**src/rtl/core/sc1a_pkg.sv**
```systemverilog
`default_nettype none
// ----------------------------------------------------------------------------
// sc1a_pkg
// Shared types, scan codes and character tables for the set 1 keyboard decoder.
// ----------------------------------------------------------------------------
package sc1a_pkg;

  localparam int unsigned LINE_CAPACITY_DEF = 128;
  localparam int unsigned COUNT_W = 7;
  localparam int unsigned CHAR_W = 7;
  localparam int unsigned TERM_W = 2;
  localparam int unsigned KIND_W = 4;
  localparam int unsigned SCAN_W = 8;
  localparam int unsigned OUT_DATA_W = 16;

  localparam logic [SCAN_W-1:0] SC_LIMIT      = 8'hD8;
  localparam logic [SCAN_W-1:0] SC_BACKSPACE  = 8'h0E;
  localparam logic [SCAN_W-1:0] SC_TAB        = 8'h0F;
  localparam logic [SCAN_W-1:0] SC_ENTER      = 8'h1C;
  localparam logic [SCAN_W-1:0] SC_CTRL       = 8'h1D;
  localparam logic [SCAN_W-1:0] SC_LSHIFT     = 8'h2A;
  localparam logic [SCAN_W-1:0] SC_RSHIFT     = 8'h36;
  localparam logic [SCAN_W-1:0] SC_ALT        = 8'h38;
  localparam logic [SCAN_W-1:0] SC_CAPS       = 8'h3A;
  localparam logic [SCAN_W-1:0] SC_F1         = 8'h3B;
  localparam logic [SCAN_W-1:0] SC_F2         = 8'h3C;
  localparam logic [SCAN_W-1:0] SC_F3         = 8'h3D;
  localparam logic [SCAN_W-1:0] SC_UP         = 8'h48;
  localparam logic [SCAN_W-1:0] SC_DOWN       = 8'h50;
  localparam logic [SCAN_W-1:0] SC_KEY_L      = 8'h26;
  localparam logic [SCAN_W-1:0] SC_KEY_C      = 8'h2E;
  localparam logic [SCAN_W-1:0] SC_CTRL_REL   = 8'h9D;
  localparam logic [SCAN_W-1:0] SC_LSHIFT_REL = 8'hAA;
  localparam logic [SCAN_W-1:0] SC_RSHIFT_REL = 8'hB6;
  localparam logic [SCAN_W-1:0] SC_ALT_REL    = 8'hB8;

  localparam logic [CHAR_W-1:0] CHAR_NEWLINE = 7'h0A;
  localparam logic [CHAR_W-1:0] CHAR_UPPER_A = 7'd65;
  localparam logic [CHAR_W-1:0] CHAR_UPPER_Z = 7'd90;

  localparam logic [TERM_W-1:0] TERM_0 = 2'd0;
  localparam logic [TERM_W-1:0] TERM_1 = 2'd1;
  localparam logic [TERM_W-1:0] TERM_2 = 2'd2;

  typedef enum logic [KIND_W-1:0] {
    EV_CHAR     = 4'd0,
    EV_ERASE    = 4'd1,
    EV_LINE_END = 4'd2,
    EV_CLEAR    = 4'd3,
    EV_CANCEL   = 4'd4,
    EV_SWITCH   = 4'd5,
    EV_UP       = 4'd6,
    EV_DOWN     = 4'd7,
    EV_COMPLETE = 4'd8
  } event_kind_e;

  typedef struct packed {
    logic               ctrl_held;
    logic               shift_held;
    logic               alt_held;
    logic               caps_on;
    logic [COUNT_W-1:0] line_count;
  } key_state_t;

  typedef struct packed {
    event_kind_e        event_kind;
    logic [CHAR_W-1:0]  char_code;
    logic [TERM_W-1:0]  term_index;
    logic [COUNT_W-1:0] line_length;
  } result_t;

  localparam logic [CHAR_W-1:0] PLAIN_TAB [64] = '{
    7'h00, 7'h00, 7'h31, 7'h32, 7'h33, 7'h34, 7'h35, 7'h36,
    7'h37, 7'h38, 7'h39, 7'h30, 7'h2D, 7'h3D, 7'h00, 7'h00,
    7'h71, 7'h77, 7'h65, 7'h72, 7'h74, 7'h79, 7'h75, 7'h69,
    7'h6F, 7'h70, 7'h5B, 7'h5D, 7'h0A, 7'h00, 7'h61, 7'h73,
    7'h64, 7'h66, 7'h67, 7'h68, 7'h6A, 7'h6B, 7'h6C, 7'h3B,
    7'h27, 7'h60, 7'h00, 7'h5C, 7'h7A, 7'h78, 7'h63, 7'h76,
    7'h62, 7'h6E, 7'h6D, 7'h2C, 7'h2E, 7'h2F, 7'h00, 7'h00,
    7'h00, 7'h20, 7'h00, 7'h00, 7'h00, 7'h00, 7'h00, 7'h00
  };

  localparam logic [CHAR_W-1:0] UPPER_TAB [64] = '{
    7'h00, 7'h00, 7'h21, 7'h40, 7'h23, 7'h24, 7'h25, 7'h5E,
    7'h26, 7'h2A, 7'h28, 7'h29, 7'h5F, 7'h2B, 7'h00, 7'h00,
    7'h51, 7'h57, 7'h45, 7'h52, 7'h54, 7'h59, 7'h55, 7'h49,
    7'h4F, 7'h50, 7'h7B, 7'h7D, 7'h0A, 7'h00, 7'h41, 7'h53,
    7'h44, 7'h46, 7'h47, 7'h48, 7'h4A, 7'h4B, 7'h4C, 7'h3A,
    7'h22, 7'h7E, 7'h00, 7'h7C, 7'h5A, 7'h58, 7'h43, 7'h56,
    7'h42, 7'h4E, 7'h4D, 7'h3C, 7'h3E, 7'h3F, 7'h00, 7'h00,
    7'h00, 7'h20, 7'h00, 7'h00, 7'h00, 7'h00, 7'h00, 7'h00
  };

endpackage
`default_nettype wire

```
**src/rtl/core/sc1a_decode.sv**
```systemverilog
`default_nettype none
// ----------------------------------------------------------------------------
// sc1a_decode
// Turns one scan code and the current key state into the next key state and
// an optional result.
// ----------------------------------------------------------------------------
module sc1a_decode
  import sc1a_pkg::*;
#(
  parameter int unsigned LineCapacity = LINE_CAPACITY_DEF
) (
  input  logic [SCAN_W-1:0] scan_byte_i,
  input  key_state_t        state_i,
  output key_state_t        state_o,
  output logic              res_valid_o,
  output result_t           result_o
);

  localparam logic [COUNT_W-1:0] LineMax = COUNT_W'(LineCapacity - 1);

  logic [5:0]        pos;
  logic [CHAR_W-1:0] plain_ch;
  logic [CHAR_W-1:0] upper_ch;
  logic              alpha;
  logic [CHAR_W-1:0] ch;

  assign pos      = scan_byte_i[5:0];
  assign plain_ch = PLAIN_TAB[pos];
  assign upper_ch = UPPER_TAB[pos];
  assign alpha    = (upper_ch >= CHAR_UPPER_A) && (upper_ch <= CHAR_UPPER_Z);
  assign ch       = (state_i.shift_held ^ (state_i.caps_on & alpha)) ? upper_ch : plain_ch;

  always_comb begin
    state_o                = state_i;
    res_valid_o            = 1'b0;
    result_o.event_kind    = EV_CHAR;
    result_o.char_code     = '0;
    result_o.term_index    = TERM_0;
    if (scan_byte_i <= SC_LIMIT) begin
      case (scan_byte_i)
        SC_CTRL:                  state_o.ctrl_held  = 1'b1;
        SC_CTRL_REL:              state_o.ctrl_held  = 1'b0;
        SC_LSHIFT, SC_RSHIFT:     state_o.shift_held = 1'b1;
        SC_LSHIFT_REL, SC_RSHIFT_REL: state_o.shift_held = 1'b0;
        SC_ALT:                   state_o.alt_held   = 1'b1;
        SC_ALT_REL:               state_o.alt_held   = 1'b0;
        SC_CAPS:                  state_o.caps_on    = ~state_i.caps_on;
        SC_ENTER: begin
          state_o.line_count = '0;
          res_valid_o        = 1'b1;
          result_o.event_kind = EV_LINE_END;
          result_o.char_code  = CHAR_NEWLINE;
        end
        SC_TAB: begin
          res_valid_o         = 1'b1;
          result_o.event_kind = EV_COMPLETE;
        end
        SC_UP: begin
          res_valid_o         = 1'b1;
          result_o.event_kind = EV_UP;
        end
        SC_DOWN: begin
          res_valid_o         = 1'b1;
          result_o.event_kind = EV_DOWN;
        end
        SC_BACKSPACE: begin
          if (state_i.line_count != '0) begin
            state_o.line_count  = state_i.line_count - COUNT_W'(1);
            res_valid_o         = 1'b1;
            result_o.event_kind = EV_ERASE;
          end
        end
        default: begin
          if (scan_byte_i[7:6] == 2'b00) begin
            if (state_i.ctrl_held) begin
              if (scan_byte_i == SC_KEY_L) begin
                res_valid_o         = 1'b1;
                result_o.event_kind = EV_CLEAR;
              end else if (scan_byte_i == SC_KEY_C) begin
                res_valid_o         = 1'b1;
                result_o.event_kind = EV_CANCEL;
              end
            end else if (state_i.alt_held) begin
              if (scan_byte_i == SC_F1) begin
                res_valid_o         = 1'b1;
                result_o.event_kind = EV_SWITCH;
                result_o.term_index = TERM_0;
              end else if (scan_byte_i == SC_F2) begin
                res_valid_o         = 1'b1;
                result_o.event_kind = EV_SWITCH;
                result_o.term_index = TERM_1;
              end else if (scan_byte_i == SC_F3) begin
                res_valid_o         = 1'b1;
                result_o.event_kind = EV_SWITCH;
                result_o.term_index = TERM_2;
              end
            end else if ((ch != '0) && (state_i.line_count < LineMax)) begin
              state_o.line_count  = state_i.line_count + COUNT_W'(1);
              res_valid_o         = 1'b1;
              result_o.event_kind = EV_CHAR;
              result_o.char_code  = ch;
            end
          end
        end
      endcase
    end
    result_o.line_length = state_o.line_count;
  end

endmodule
`default_nettype wire

```
**src/rtl/core/sc1a_out_reg.sv**
```systemverilog
`default_nettype none
// ----------------------------------------------------------------------------
// sc1a_out_reg
// Result register on the output stream; frees itself whenever the consumer
// takes the held result.
// ----------------------------------------------------------------------------
module sc1a_out_reg
  import sc1a_pkg::*;
(
  input  logic    clk_i,
  input  logic    rst_ni,
  input  logic    load_i,
  input  result_t result_i,
  output logic    free_o,
  output logic    valid_o,
  input  logic    ready_i,
  output result_t result_o
);

  logic    valid_q, valid_d;
  result_t data_q, data_d;

  assign free_o = ~valid_q | ready_i;

  always_comb begin
    valid_d = valid_q & ~ready_i;
    data_d  = data_q;
    if (load_i) begin
      valid_d = 1'b1;
      data_d  = result_i;
    end
  end

  always_ff @(posedge clk_i or negedge rst_ni) begin
    if (!rst_ni) begin
      valid_q <= 1'b0;
    end else begin
      valid_q <= valid_d;
    end
  end

  always_ff @(posedge clk_i) begin
    data_q <= data_d;
  end

  assign valid_o  = valid_q;
  assign result_o = data_q;

endmodule
`default_nettype wire

```
**src/rtl/core/scancode_set1_to_ascii.sv**
```systemverilog
`default_nettype none
// ----------------------------------------------------------------------------
// scancode_set1_to_ascii
// Decodes scan code set 1 bytes into ASCII characters and line editing events.
// ----------------------------------------------------------------------------
// Channel   Dir  Payload
// s_axis    in   tdata[7:0] scan_byte
// m_axis    out  tuser[3:0] event_kind; tdata char_code, term_index, line_length
//
// A request is registered on input, decoded combinationally and lands in
// the result register. One request is accepted per cycle; both stages
// advance together and stall only while the result register is full and
// m_axis_tready is low.
// Reset clears the modifier flags, caps lock and the line count.
// ----------------------------------------------------------------------------
module scancode_set1_to_ascii
  import sc1a_pkg::*;
#(
  parameter int unsigned LineCapacity = LINE_CAPACITY_DEF
) (
  input  logic                  clk_i,
  input  logic                  rst_ni,
  input  logic                  s_axis_tvalid,
  output logic                  s_axis_tready,
  input  logic [SCAN_W-1:0]     s_axis_tdata,   // [7:0] scan_byte
  output logic                  m_axis_tvalid,
  input  logic                  m_axis_tready,
  output logic [OUT_DATA_W-1:0] m_axis_tdata,   // [6:0] char_code, [8:7] term_index,
                                                // [15:9] line_length
  output logic [KIND_W-1:0]     m_axis_tuser    // [3:0] event_kind
);

  logic              in_valid_q, in_valid_d;
  logic [SCAN_W-1:0] in_byte_q, in_byte_d;
  key_state_t        state_q, state_d;
  key_state_t        dec_state;
  logic              dec_valid;
  result_t           dec_result;
  result_t           out_result;
  logic              advance;
  logic              take;

  assign s_axis_tready = ~in_valid_q | advance;
  assign take          = in_valid_q & advance;

  sc1a_decode #(
    .LineCapacity(LineCapacity)
  ) u_decode (
    .scan_byte_i(in_byte_q),
    .state_i    (state_q),
    .state_o    (dec_state),
    .res_valid_o(dec_valid),
    .result_o   (dec_result)
  );

  sc1a_out_reg u_out_reg (
    .clk_i   (clk_i),
    .rst_ni  (rst_ni),
    .load_i  (take & dec_valid),
    .result_i(dec_result),
    .free_o  (advance),
    .valid_o (m_axis_tvalid),
    .ready_i (m_axis_tready),
    .result_o(out_result)
  );

  always_comb begin
    in_valid_d = in_valid_q & ~advance;
    in_byte_d  = in_byte_q;
    if (s_axis_tvalid && s_axis_tready) begin
      in_valid_d = 1'b1;
      in_byte_d  = s_axis_tdata;
    end
    state_d = take ? dec_state : state_q;
  end

  always_ff @(posedge clk_i or negedge rst_ni) begin
    if (!rst_ni) begin
      in_valid_q <= 1'b0;
      state_q    <= '0;
    end else begin
      in_valid_q <= in_valid_d;
      state_q    <= state_d;
    end
  end

  always_ff @(posedge clk_i) begin
    in_byte_q <= in_byte_d;
  end

  assign m_axis_tuser = out_result.event_kind;
  assign m_axis_tdata = {out_result.line_length, out_result.term_index, out_result.char_code};

endmodule
`default_nettype wire

```
**config.mk**
```make
export PLATFORM = sky130hd
export DESIGN_NAME = scancode_set1_to_ascii
export DESIGN_NICKNAME = d
export VERILOG_FILES = /design/src/rtl/core/sc1a_pkg.sv /design/src/rtl/core/sc1a_decode.sv /design/src/rtl/core/sc1a_out_reg.sv /design/src/rtl/core/scancode_set1_to_ascii.sv
export SDC_FILE = /design/constraint.sdc
export NUM_CORES = 1
export LEC_CHECK = 0
export BUFFER_PORTS_ARGS = -buffer_cell sky130_fd_sc_hd__buf_2
export CAP_MARGIN = 15
export CORE_MARGIN = 2
export CORE_UTILIZATION = 44
export DETAILED_ROUTE_END_ITERATION = 10
export PLACE_DENSITY_LB_ADDON = 0.1
export SETUP_SLACK_MARGIN = 0.02
export SLEW_MARGIN = 20
export SYNTH_ARGS = -nofsm -noshare
export SYNTH_HDL_FRONTEND = slang
export SYNTH_SLANG_ARGS = --single-unit
```
**constraint.sdc**
```tcl
create_clock -name clk_i -period 14.7 [get_ports clk_i]
set_input_delay 2.94 -clock clk_i [delete_from_list [all_inputs] [get_ports clk_i]]
set_output_delay 2.94 -clock clk_i [all_outputs]
set_load 0.05 [all_outputs]
```
==> flow_summary.ini <==
[status]
status = finished, final reports clean

[min_path]
hold_class = flop to flop

[worst_setup_path]
end_kind = primary output
critPathMostFrequentCell = buf_2
worst-path-max-fanout = 3
crit_arrival_ps = 3450
worst-setup-path-type = primary input to primary output
critPathTopFamily = buffers and inverters
path_buf_inv = 3
cpPeakStageDelay_ps = 230
cp_slowest_cell = buf_2
required_ps = 11760
critical_path.cell_chain = buf_2 -> inv_1 -> nand3_1 -> buf_2
critical_path.startpoint_type = primary input

[synthesis]
synth_fa_ha_area_share_pct = 5.298
synth_simple_gate_area_share_pct = 23.84
synth-xor-area-share_pct = 0.4636
yosys-top-cells-area = edfxtp_1 (22%), dfrtp_1 (8.6%), ha_1 (5.3%)
netlist_area_mm2 = 0.003779
synthArstFlopShare_pct = 31.71
synth_top_family_by_area = compound AO/OA/AOI/OAI gates
syn_nets = 488
synth.distinct_cells = 71
synth_area_leader_cell = edfxtp_1
yosys_most_used_dff = edfxtp_1
ys.warnings.count = 0
synth_compound_area_share_pct = 28.48
synthMuxAreaShare_pct = 5.132
synth_cells = 460
avgSynthCellArea_um2 = 8.214
ys_seq_area_share_pct = 30.86
synth_top_cell_area_share_pct = 22.25
synth_edf_count = 28
synth_seq_cells = 41

[power]
p_leak_nw = 1.620
vdd_drop_max_mv = 0.03609
powerDensity_mw_per_mm2 = 80.25

[sta]
whs_ps = 538.1
setup_viol = 0
max_freq_ghz = 0.1564
finalCritPeriodShare_pct = 43.50
fin_worst_skew_ps = 8.047
maxSlewHeadroom_pct = 46.04
post-route-min-period_ps = 6395
rsz0062_at_grt = false
hold_violations = 0
tightest_slew_ps = 802.7
setup_tns_ps = 0
final_max_slew_viol_count = 0

[clocking]
cts-root-buf = clkbuf_8
insertion_delay_ps = 310
htree_levels = 2
cts_tree = done
cts_buffers = 5
clkSinkCount = 41
path_clk_slew_ps = 90
cts_resized = 0
holdBufCountCts = 0
clock_path_buffers = 2
cts_setup_buffers = 0

[placement]
io_buffers = 33
dp_cells = 568
routabilityCongestion = 0.9658
dp_hpwl_um = 7788

[drt]
drc = 0
wl_um = 10870
wl_per_cell_um = 18.86
drt_iter0_markers = 505
vias = 3676
vias_per_cell = 6.382
drt_pre_antenna_iters = 5
drtAntennaViolNets = 0

[global_route]
grt_usage_pct = 22.76
grt_pass1_wl_um = 17380
grt-ovfl-total = 0
grt_pass1_vias = 3333
antenna_found_initial = 0
grt_max_degree = 43

[layout]
area_growth_pct = 7.219
final_nets = 498
antenna_cells = 0
final_core_util_pct = 49.06
drive_above_1_share_pct = 13.80
stdcell_count = 576

[die]
core-area_mm2 = 0.008258
die_w_um = 96.67
start_util_pct = 45.76
die_h_um = 96.67
top_level_ports = 34
dieArea_mm2 = 0.009345
rows = 33

[run]
drv_cap = 0
-- stage by stage --
stage | setup slack (ps) | cell area (µm²) | total power [W]
after floorplan | 8336 | 3779 | 0.0002186
after global placement | 8329 | 3955 | 0.0002404
after detailed placement | 8297 | 3955 | 0.0002409
after CTS | 8296 | 4051 | 0.0003240
after global routing | 8253 | 4051 | 0.0003428
final | 8305 | 4051 | 0.0003251
-- path summary, 6_finish.rpt --
path	from	end	slack [ps]	cells past startpoint
setup / recovery	m_axis_tready	s_axis_tready	8310	4
hold / removal	u_out_reg.valid_o	u_out_reg.valid_o	540	1
setup reg to reg	in_byte_q[1]	u_out_reg.result_o[10]	9460	13
hold reg to reg	u_out_reg.valid_o	u_out_reg.valid_o	540	1
max in group asynchronous	rst_ni	state_q[9]	11950	1
min in group asynchronous	rst_ni	state_q[1]	2510	1
-- power by group --
| group | switching (W) | internal, W | leakage [nW] |
|---|---|---|---|
| sequential | 0.0000122 | 0.000131 | 0.434 |
| clock | 0.0000455 | 0.0000382 | 0.0512 |
| combinational | 0.0000628 | 0.0000358 | 1.14 |
| total | 0.000120 | 0.000205 | 1.62 |
-- logic make-up (layout without fill, tap and decap cells) --
logic type,count (synthesis),count (layout)
simple gates,180,180
compound gates,151,151
buf+inv,51,62
flops,41,41
mux,19,19
fa+ha+maj,16,16
xor+xnor,2,2
-- synthesized netlist by cell type, types with 7 or more instances --
master,count
o21ai_0,26
mux2i_1,16
nor3_1,16
buf_2,11
clkbuf_1,19
and2_1,9
nand2_1,45
nand2b_1,13
a21o_1,8
dfrtp_1,13
nand3_1,11
a211oi_1,10
a21oi_1,33
nor2b_1,7
nor2_1,43
ha_1,16
edfxtp_1,28
inv_1,14
-- routing by layer --
layer | global-route usage [%] | part of all wire (%) | vias up
met5 | 0 | 0 | -
met3 | 4.624 | 10 | 19
met2 | 32.32 | 43 | 218
met4 | 6.826 | 1.5 | 0
li1 | - | - | 1745
met1 | 34.64 | 46 | 1694
-- cell usage in the layout, fill, tap and decap left out, types with 13 or more instances in the layout --
cell type   n
nor3_1     16
a21oi_1    33
nand2_1    45
mux2i_1    16
inv_1      14
dfrtp_1    13
nor2_1     43
edfxtp_1   28
buf_2      33
o21ai_0    26
ha_1       16
nand2b_1   13
-- sequential cells by signal, summed over array words and instances, names as in the netlist --
register            flops
in_byte_q               8
in_valid_q              1
state_q                11
u_out_reg.result_o     20
u_out_reg.valid_o       1
-- layout make-up --
type / count / area [µm²]
clock buffers: 6 / 82.58
clock inverters: 2 / 13.76
fillers: 827 / 4207
inverters: 16 / 60.06
multi-input cells: 368 / 2395
flip-flops and latches: 41 / 1166
well taps: 105 / 131.4
repair buffers: 38 / 202.7
Power figures use the tool's default switching activity.
